==> src/hw/rtl/ghe_pkg.sv <==
// Shared types, constants and the arctangent table of the heading estimator.
package ghe_pkg;

	localparam int CORDIC_STEPS = 16;
	localparam int AtanLen = 24;
	localparam int CordicN = (CORDIC_STEPS > AtanLen) ? AtanLen : CORDIC_STEPS;
	localparam int IterW = $clog2(AtanLen);
	localparam logic [IterW-1:0] IterLast = IterW'(CordicN - 1);

	localparam logic [15:0] ThrReset = 16'd200;
	localparam logic [31:0] ThrSqReset = 32'd40000;
	localparam logic signed [36:0] CordicGain = 37'sd652032874;
	localparam logic [31:0] AngHalfTurn = 32'h8000_0000;

	localparam int QDepth = 2;
	localparam int QPtrW = (QDepth > 1) ? $clog2(QDepth) : 1;
	localparam int QCntW = $clog2(QDepth + 1);

	typedef struct packed {
		logic signed [31:0] px;
		logic signed [31:0] py;
		logic signed [31:0] pz;
		logic signed [32:0] dx;
		logic signed [32:0] dy;
		logic               moved;
		logic               emit;
		logic               fix_ok;
	} ghe_item_t;

	typedef enum logic [2:0] {
		F_IDLE,
		F_DIFF,
		F_SQX,
		F_SQY,
		F_PUSH
	} front_state_t;

	typedef enum logic [2:0] {
		B_IDLE,
		B_NORM,
		B_VEC,
		B_HEAD,
		B_ROT,
		B_QUAT,
		B_DONE
	} back_state_t;

	function automatic logic [31:0] atan_tab(input logic [IterW-1:0] i);
		logic [31:0] t;
		case (i)
			5'd0: t = 32'h20000000;
			5'd1: t = 32'h12E4051E;
			5'd2: t = 32'h09FB385B;
			5'd3: t = 32'h051111D4;
			5'd4: t = 32'h028B0D43;
			5'd5: t = 32'h0145D7E1;
			5'd6: t = 32'h00A2F61E;
			5'd7: t = 32'h00517C55;
			5'd8: t = 32'h0028BE53;
			5'd9: t = 32'h00145F2F;
			5'd10: t = 32'h000A2F98;
			5'd11: t = 32'h000517CC;
			5'd12: t = 32'h00028BE6;
			5'd13: t = 32'h000145F3;
			5'd14: t = 32'h0000A2FA;
			5'd15: t = 32'h0000517D;
			5'd16: t = 32'h000028BE;
			5'd17: t = 32'h0000145F;
			5'd18: t = 32'h00000A30;
			5'd19: t = 32'h00000518;
			5'd20: t = 32'h0000028C;
			5'd21: t = 32'h00000146;
			5'd22: t = 32'h000000A3;
			5'd23: t = 32'h00000051;
			default: t = 32'h00000000;
		endcase
		return t;
	endfunction

endpackage

==> src/hw/rtl/ghe_front.sv <==
// Front end: takes a fix, applies the planar move test and tracks the reference position.
module ghe_front import ghe_pkg::*; (
	input  logic              clk,
	input  logic              arst_n,
	input  logic              cfg_wen,
	input  logic [15:0]       cfg_wdata,
	input  logic              s_valid,
	output logic              s_ready,
	input  logic [95:0]       s_data,
	input  logic              q_full,
	output logic              q_push,
	output ghe_item_t         q_item
);

	front_state_t       state_q, state_nx;
	logic signed [31:0] px_q, py_q, pz_q;
	logic signed [31:0] ref_x_q, ref_y_q;
	logic signed [32:0] dx_q, dy_q;
	logic [32:0]        adx, ady;
	logic               big_q;
	logic [31:0]        sqx_q, sqy_q;
	logic               ready_q;
	logic [15:0]        thr_q;
	logic [31:0]        thr_sq_q;
	logic               moved;

	assign adx = dx_q[32] ? (~dx_q + 33'd1) : dx_q;
	assign ady = dy_q[32] ? (~dy_q + 33'd1) : dy_q;
	assign moved = big_q || (({1'b0, sqx_q} + {1'b0, sqy_q}) > {1'b0, thr_sq_q});

	always_comb begin
		state_nx = state_q;
		case (state_q)
			F_IDLE: if (s_valid) state_nx = F_DIFF;
			F_DIFF: state_nx = F_SQX;
			F_SQX: state_nx = F_SQY;
			F_SQY: state_nx = F_PUSH;
			F_PUSH: if (!q_full) state_nx = F_IDLE;
			default: state_nx = F_IDLE;
		endcase
	end

	always_comb begin
		s_ready = (state_q == F_IDLE);
		q_push = (state_q == F_PUSH) && !q_full;
		q_item.px = px_q;
		q_item.py = py_q;
		q_item.pz = pz_q;
		q_item.dx = dx_q;
		q_item.dy = dy_q;
		q_item.moved = moved;
		q_item.emit = ready_q || moved;
		q_item.fix_ok = (px_q != 32'sd0) && (py_q != 32'sd0) && (pz_q != 32'sd0);
	end

	always_ff @(posedge clk or negedge arst_n) begin
		if (!arst_n) begin
			state_q <= F_IDLE;
			ref_x_q <= '0;
			ref_y_q <= '0;
			ready_q <= 1'b0;
			thr_q <= ThrReset;
			thr_sq_q <= ThrSqReset;
		end else begin
			state_q <= state_nx;
			if (cfg_wen) thr_q <= cfg_wdata;
			thr_sq_q <= {16'd0, thr_q} * {16'd0, thr_q};
			if (q_push && moved) begin
				ref_x_q <= px_q;
				ref_y_q <= py_q;
				ready_q <= 1'b1;
			end
		end
	end

	always_ff @(posedge clk) begin
		case (state_q)
			F_IDLE: begin
				if (s_valid) begin
					px_q <= s_data[31:0];
					py_q <= s_data[63:32];
					pz_q <= s_data[95:64];
				end
			end
			F_DIFF: begin
				dx_q <= {px_q[31], px_q} - {ref_x_q[31], ref_x_q};
				dy_q <= {py_q[31], py_q} - {ref_y_q[31], ref_y_q};
			end
			F_SQX: begin
				big_q <= (adx[32:16] != 17'd0) || (ady[32:16] != 17'd0);
				sqx_q <= {16'd0, adx[15:0]} * {16'd0, adx[15:0]};
			end
			F_SQY: sqy_q <= {16'd0, ady[15:0]} * {16'd0, ady[15:0]};
			default: ;
		endcase
	end

endmodule

==> src/hw/rtl/ghe_queue.sv <==
// Short queue of classified fixes between the front and back ends.
module ghe_queue import ghe_pkg::*; (
	input  logic      clk,
	input  logic      arst_n,
	input  logic      push,
	input  ghe_item_t push_item,
	output logic      full,
	input  logic      pop,
	output ghe_item_t pop_item,
	output logic      empty
);

	ghe_item_t         mem_q [QDepth];
	logic [QPtrW-1:0]  wr_ptr_q, rd_ptr_q;
	logic [QCntW-1:0]  count_q;

	assign full = (count_q == QCntW'(QDepth));
	assign empty = (count_q == '0);
	assign pop_item = mem_q[rd_ptr_q];

	always_ff @(posedge clk or negedge arst_n) begin
		if (!arst_n) begin
			wr_ptr_q <= '0;
			rd_ptr_q <= '0;
			count_q <= '0;
		end else begin
			if (push) begin
				wr_ptr_q <= (wr_ptr_q == QPtrW'(QDepth - 1)) ? '0 : wr_ptr_q + 1'b1;
			end
			if (pop) begin
				rd_ptr_q <= (rd_ptr_q == QPtrW'(QDepth - 1)) ? '0 : rd_ptr_q + 1'b1;
			end
			if (push && !pop) begin
				count_q <= count_q + 1'b1;
			end else if (pop && !push) begin
				count_q <= count_q - 1'b1;
			end
		end
	end

	always_ff @(posedge clk) begin
		if (push) mem_q[wr_ptr_q] <= push_item;
	end

endmodule

==> src/hw/rtl/ghe_back.sv <==
// Back end: iterative CORDIC for heading and half-angle quaternion, and the output register.
module ghe_back import ghe_pkg::*; (
	input  logic         clk,
	input  logic         arst_n,
	input  logic         q_empty,
	output logic         q_pop,
	input  ghe_item_t    q_item,
	output logic         m_valid,
	input  logic         m_ready,
	output logic [143:0] m_data,
	output logic         m_user
);

	back_state_t        state_q, state_nx;
	ghe_item_t          item_q;
	logic signed [36:0] x_q, y_q;
	logic [31:0]        ang_q;
	logic [IterW-1:0]   iter_q;
	logic signed [15:0] head_q, qz_q, qw_q;
	logic [143:0]       out_data_q;
	logic               out_fix_q;
	logic               out_valid_q;

	logic signed [36:0] dx37, dy37, ys, xs, x_nx, y_nx, ax, ay;
	logic [31:0]        tab, ang_nx, ang_rnd;
	logic [32:0]        mag_or;
	logic               dir;
	logic               load_out;

	function automatic logic signed [15:0] q15_sat(input logic signed [36:0] v);
		logic signed [36:0] vr;
		logic signed [21:0] r;
		vr = v + 37'sd16384;
		r = vr[36:15];
		if (r > 22'sd32767) return 16'sh7FFF;
		if (r < -22'sd32768) return 16'sh8000;
		return r[15:0];
	endfunction

	assign dx37 = {{4{q_item.dx[32]}}, q_item.dx};
	assign dy37 = {{4{q_item.dy[32]}}, q_item.dy};
	assign ax = x_q[36] ? -x_q : x_q;
	assign ay = y_q[36] ? -y_q : y_q;
	assign mag_or = ax[32:0] | ay[32:0];

	assign ys = y_q >>> iter_q;
	assign xs = x_q >>> iter_q;
	assign tab = atan_tab(iter_q);
	assign dir = (state_q == B_VEC) ? (!y_q[36] && (y_q != 37'sd0)) : ang_q[31];
	assign x_nx = dir ? x_q + ys : x_q - ys;
	assign y_nx = dir ? y_q - xs : y_q + xs;
	assign ang_nx = dir ? ang_q + tab : ang_q - tab;
	assign ang_rnd = ang_q + 32'h0000_8000;

	always_comb begin
		state_nx = state_q;
		case (state_q)
			B_IDLE: begin
				if (!q_empty) state_nx = q_item.moved ? B_NORM : B_DONE;
			end
			B_NORM: if (mag_or[32]) state_nx = B_VEC;
			B_VEC: if (iter_q == IterLast) state_nx = B_HEAD;
			B_HEAD: state_nx = B_ROT;
			B_ROT: if (iter_q == IterLast) state_nx = B_QUAT;
			B_QUAT: state_nx = B_DONE;
			B_DONE: if (!out_valid_q || m_ready) state_nx = B_IDLE;
			default: state_nx = B_IDLE;
		endcase
	end

	always_comb begin
		q_pop = (state_q == B_IDLE) && !q_empty;
		load_out = (state_q == B_DONE) && (!out_valid_q || m_ready);
		m_valid = out_valid_q;
		m_data = out_data_q;
		m_user = out_fix_q;
	end

	always_ff @(posedge clk or negedge arst_n) begin
		if (!arst_n) begin
			state_q <= B_IDLE;
			head_q <= '0;
			qz_q <= '0;
			qw_q <= '0;
			out_valid_q <= 1'b0;
		end else begin
			state_q <= state_nx;
			if (state_q == B_HEAD) head_q <= ang_rnd[31:16];
			if (state_q == B_QUAT) begin
				qw_q <= q15_sat(x_q);
				qz_q <= q15_sat(y_q);
			end
			if (load_out) out_valid_q <= item_q.emit;
			else if (m_valid && m_ready) out_valid_q <= 1'b0;
		end
	end

	always_ff @(posedge clk) begin
		case (state_q)
			B_IDLE: begin
				if (!q_empty) begin
					item_q <= q_item;
					if (q_item.dx[32]) begin
						x_q <= -dx37;
						y_q <= -dy37;
						ang_q <= AngHalfTurn;
					end else begin
						x_q <= dx37;
						y_q <= dy37;
						ang_q <= '0;
					end
				end
			end
			B_NORM: begin
				iter_q <= '0;
				if (mag_or[32:24] == 9'd0) begin
					x_q <= x_q <<< 8;
					y_q <= y_q <<< 8;
				end else if (mag_or[32:28] == 5'd0) begin
					x_q <= x_q <<< 4;
					y_q <= y_q <<< 4;
				end else if (mag_or[32:30] == 3'd0) begin
					x_q <= x_q <<< 2;
					y_q <= y_q <<< 2;
				end else if (!mag_or[32]) begin
					x_q <= x_q <<< 1;
					y_q <= y_q <<< 1;
				end
			end
			B_VEC, B_ROT: begin
				x_q <= x_nx;
				y_q <= y_nx;
				ang_q <= ang_nx;
				iter_q <= iter_q + 1'b1;
			end
			B_HEAD: begin
				x_q <= CordicGain;
				y_q <= '0;
				ang_q <= {ang_rnd[31], ang_rnd[31:16], 15'd0};
				iter_q <= '0;
			end
			B_DONE: begin
				if (load_out) begin
					out_data_q <= {qw_q, qz_q, head_q, item_q.pz, item_q.py, item_q.px};
					out_fix_q <= item_q.fix_ok;
				end
			end
			default: ;
		endcase
	end

endmodule

==> src/hw/rtl/gnss_heading_estimator.sv <==
// Top level of the GNSS heading estimator: front end, queue and CORDIC back end.
//
// Each word on the input stream is one position fix. The front end takes a fix through the
// difference from the reference, two squarings and the distance compare, and hands it to a
// two-entry queue, waiting while the queue is full. A fix that clears the distance threshold
// passes the back end through normalising shifts, the vectoring and then the rotating pass
// of one shared iterative CORDIC unit, and rounding and output. Any other fix goes from the
// queue straight to the output stage. That CORDIC unit sets the sustained rate while
// headings are being updated. No output word appears until the first heading has been
// found.
module gnss_heading_estimator import ghe_pkg::*; (
	input  logic         clk,
	input  logic         arst_n,
	input  logic         cfg_wen,
	input  logic [15:0]  cfg_wdata,
	input  logic         s_axis_tvalid,
	output logic         s_axis_tready,
	input  logic [95:0]  s_axis_tdata,  // pos_x_mm, pos_y_mm, pos_z_mm
	output logic         m_axis_tvalid,
	input  logic         m_axis_tready,
	output logic [143:0] m_axis_tdata,  // out_x_mm, out_y_mm, out_z_mm, heading_angle, quat_z, quat_w
	output logic         m_axis_tuser   // fix_ok
);

	ghe_item_t push_item, pop_item;
	logic      push, pop, full, empty;

	ghe_front u_front (
		.clk       (clk),
		.arst_n    (arst_n),
		.cfg_wen   (cfg_wen),
		.cfg_wdata (cfg_wdata),
		.s_valid   (s_axis_tvalid),
		.s_ready   (s_axis_tready),
		.s_data    (s_axis_tdata),
		.q_full    (full),
		.q_push    (push),
		.q_item    (push_item)
	);

	ghe_queue u_queue (
		.clk       (clk),
		.arst_n    (arst_n),
		.push      (push),
		.push_item (push_item),
		.full      (full),
		.pop       (pop),
		.pop_item  (pop_item),
		.empty     (empty)
	);

	ghe_back u_back (
		.clk     (clk),
		.arst_n  (arst_n),
		.q_empty (empty),
		.q_pop   (pop),
		.q_item  (pop_item),
		.m_valid (m_axis_tvalid),
		.m_ready (m_axis_tready),
		.m_data  (m_axis_tdata),
		.m_user  (m_axis_tuser)
	);

endmodule
==> config.mk <==
export PLATFORM = sky130hd
export DESIGN_NAME = gnss_heading_estimator
export DESIGN_NICKNAME = d
export VERILOG_FILES = /design/src/hw/rtl/ghe_pkg.sv /design/src/hw/rtl/ghe_front.sv /design/src/hw/rtl/ghe_queue.sv /design/src/hw/rtl/ghe_back.sv /design/src/hw/rtl/gnss_heading_estimator.sv
export SDC_FILE = /design/constraint.sdc
export NUM_CORES = 2
export LEC_CHECK = 0
export BUFFER_PORTS_ARGS = -buffer_cell sky130_fd_sc_hd__buf_2
export CAP_MARGIN = 10
export CELL_PAD_IN_SITES_DETAIL_PLACEMENT = 0
export CELL_PAD_IN_SITES_GLOBAL_PLACEMENT = 2
export CORE_MARGIN = 1.5
export CORE_UTILIZATION = 40
export DETAILED_ROUTE_END_ITERATION = 7
export PLACE_DENSITY = 0.74
export SLEW_MARGIN = 10
export SYNTH_ARGS = -nofsm -noshare
export SYNTH_HDL_FRONTEND = slang
export SYNTH_SLANG_ARGS = --single-unit
export TNS_END_PERCENT = 30
==> constraint.sdc <==
create_clock -name clk -period 16 [get_ports clk]
set_input_delay 2.4 -clock clk [delete_from_list [all_inputs] [get_ports clk]]
set_output_delay 2.4 -clock clk [all_outputs]
set_load 0.1 [all_outputs]
==> flow_summary.json <==
{
  "status": "complete, no violations",
  "grt_pass1_vias": 62800,
  "ys_types": 109,
  "cts_tree": "done",
  "cap_violations": 0,
  "die_h_um": 463,
  "dp.cells": 10800,
  "final_nets": 9307,
  "yosys_register_bits": 1110,
  "synth_nets": 9142,
  "dp_hpwl_um": 194000,
  "grt_setup_unrepaired": "no",
  "grt_overflow": 0,
  "clock_path_buffers": 3,
  "reg2reg_from": "u_front.dx_q[0]",
  "drv_slew": 0,
  "cp-start-kind": "flip-flop",
  "viasPerCell": 5.58,
  "area_growth_syn_to_layout_pct": 10.5,
  "fmax_mhz": 99.7,
  "syn_area_per_cell_sq_um": 10.6,
  "gp_congestion": 0.955,
  "ctsResizeCount": 0,
  "slowest_stage": "xnor2_1",
  "synthMuxAreaShare": 0.0780,
  "path_clk_slew_ns": 0.06,
  "worst_clock_skew_ns": 0.0847,
  "wl_per_cell_um": 23.5,
  "netlist_instances": 7985,
  "drt_first_iter_violations": 4558,
  "drc": 0,
  "synth_top_family_by_area": "adder cells",
  "cp.arrival_ns": 10.56,
  "crit_start": "u_front.dx_q[0]",
  "period_share": 0.627,
  "stdcell_count": 11100,
  "slew_headroom": 0.0975,
  "numCtsBuffers": 132,
  "seq_area_frac_synth": 0.379,
  "grt_first_pass_wirelength_um": 396000,
  "wl_um": 260000,
  "yosysWarnings": 0,
  "holdWs_ns": 0.413,
  "dieArea_sq_um": 215000,
  "io_pins": 264,
  "drive_gt1_frac": 0.124,
  "hold_start": "u_back.item_q[130]",
  "grt_max_degree": 81,
  "numPortBuffers": 263,
  "setup_tns_ns": 0,
  "place_area_sq_um": 89200,
  "crit_top_cell": "fa_1",
  "synthAdderAreaFrac": 0.197,
  "ant_nets": 0,
  "num_vias": 61800,
  "worstSetupPathType": "reg -> reg",
  "final_cell_mix": "edfxtp_1, inv_1, nor2_1",
  "antenna_found_initial": 11,
  "start_util": 0.404,
  "hold_class": "reg -> reg",
  "coreArea_sq_um": 210000,
  "critPathRequiredTime_ns": 16.53,
  "synthSimpleGateAreaFrac": 0.112,
  "synth_compound_area_frac": 0.123,
  "htreeDepth": 4,
  "async_flop_share": 0.154,
  "cts_sinks": 1110,
  "tightest_slew_ns": 1.34,
  "synth_edf_count": 909,
  "clockRootBuffer": "clkbuf_16",
  "cts_setup_buffers": 0,
  "cp-end-kind": "flip-flop",
  "hold_violations": 0,
  "grt_util_all_layers": 0.241,
  "die_w_um": 463,
  "path_max_fanout": 18,
  "fin_crit_ns": 10.03,
  "synth_xor_area_frac": 0.0527,
  "final_common_cell": "edfxtp_1",
  "slowest_delay_ns": 0.97,
  "hold_buffers": 0,
  "synth-main-ff-cell": "edfxtp_1",
  "firstDrtPassIters": 6,
  "synthesis.area_sq_um": 84800,
  "clock_latency_ns": 0.84,
  "setup_violations": 0,
  "final_area_sq_um": 93700,
  "num_rows": 168
}
## logic make-up (layout without fill, tap and decap cells)
group,count (synthesis),in the layout
AO/OA/AOI/OAI,1586,1586
XOR/XNOR,510,510
adder cells (fa/ha/maj),1040,1040
buffers and inverters,1249,1523
flip-flops,1110,1110
multiplexers,519,519
other,0,4
AND/OR/NAND/NOR,1971,1971
## metrics by stage
stage               worst slack [ns]  utilization
floorplan                       2.07            -
global placement                6.47        0.424
detailed placement              6.10        0.424
CTS                             6.04        0.446
global route                    5.42        0.446
finish                          5.97        0.446
## final timing paths
path | slack, ns | endpoint | depth (start not counted)
setup / recovery | 5.97 | u_front.sqx_q[31] | 27
min in group asynchronous | 1.54 | u_front.ref_y_q[21] | 1
max in group asynchronous | 13.08 | u_back.state_q[1] | 2
setup reg to reg | 5.97 | u_front.sqx_q[31] | 27
hold / removal | 0.41 | u_back.m_data[61] | 0
hold reg to reg | 0.41 | u_back.m_data[61] | 0
## critical path, delay by kind of cell, from the launching register on
kind / cells / cell delay (ns)
AOI/OAI and AO/OA: 11 / 2.47
xor gates and xnor gates: 2 / 1.13
adders and majority gates: 8 / 3.68
buffers and inverters: 4 / 1.39
DFF: 1 / 0.53
and+or+nand+nor: 2 / 0.52
## final cells by class
class,count,area (sq um)
Tap cell,2805,3510
Clock buffer,161,3480
Inverter,872,3270
Multi-Input combinational cell,5626,47800
Clock inverter,82,1090
Antenna cell,4,10.0
Fill cell,20000,116000
Sequential cell,1110,32200
Timing Repair Buffer,408,2410
## cell usage after synthesis, drive strengths merged, types with 30 or more instances
cell    instances  area share
nor4           59      0.0048
nand4          51      0.0039
and2          103      0.0076
nand2b         90      0.0066
nand3         114      0.0067
inv           855       0.038
a21o          143       0.013
o21ai         348       0.021
mux4           86       0.023
and3           52      0.0038
mux2          224       0.030
o22ai          68      0.0051
ha            544       0.080
xnor2         306       0.032
dfrtp         163       0.048
nor3b          34      0.0031
a211oi        105      0.0095
a21oi         365       0.022
nor2          582       0.026
o221ai         30      0.0031
xor2          204       0.021
nor2b          65      0.0048
o21a           78      0.0069
o21bai         36      0.0032
or2            45      0.0033
buf           118      0.0085
nor3          138      0.0083
or3            32      0.0024
mux2i         209       0.025
a31oi          64      0.0047
dfxtp          30      0.0071
edfxtp        909        0.32
o211ai         46      0.0041
nand2         547       0.024
clkbuf        259       0.011
o31ai          40      0.0035
a22oi          32      0.0028
fa            496        0.12
## flip-flops by register name (all words and copies together) (netlist names), 30 cells and up
| name | count |
|---|---|
| u_back.m_data | 144 |
| u_front.ref_x_q | 32 |
| u_back.item_q | 98 |
| u_front.pz_q | 32 |
| u_front.px_q | 32 |
| u_front.thr_sq_q | 31 |
| u_back.y_q | 37 |
| u_queue.mem_q | 330 |
| u_back.tab | 30 |
| u_front.sqx_q | 31 |
| u_front.py_q | 32 |
| u_back.x_q | 37 |
| u_front.dx_q | 33 |
| u_front.dy_q | 33 |
| u_front.ref_y_q | 32 |
| u_back.ang_q | 32 |
| u_front.sqy_q | 31 |
## per-layer routing
| metal | share of wire | vias up | track usage |
|---|---|---|---|
| li1 | - | 28600 | - |
| met1 | 0.46 | 31100 | 0.335 |
| met2 | 0.46 | 1761 | 0.387 |
| met3 | 0.055 | 334 | 0.0381 |
| met4 | 0.029 | 2 | 0.0683 |
| met5 | 0.000050 | - | 0 |
Power is not shown: default switching activity piles up to over one toggle a cycle in this logic, so the estimate is an artifact.
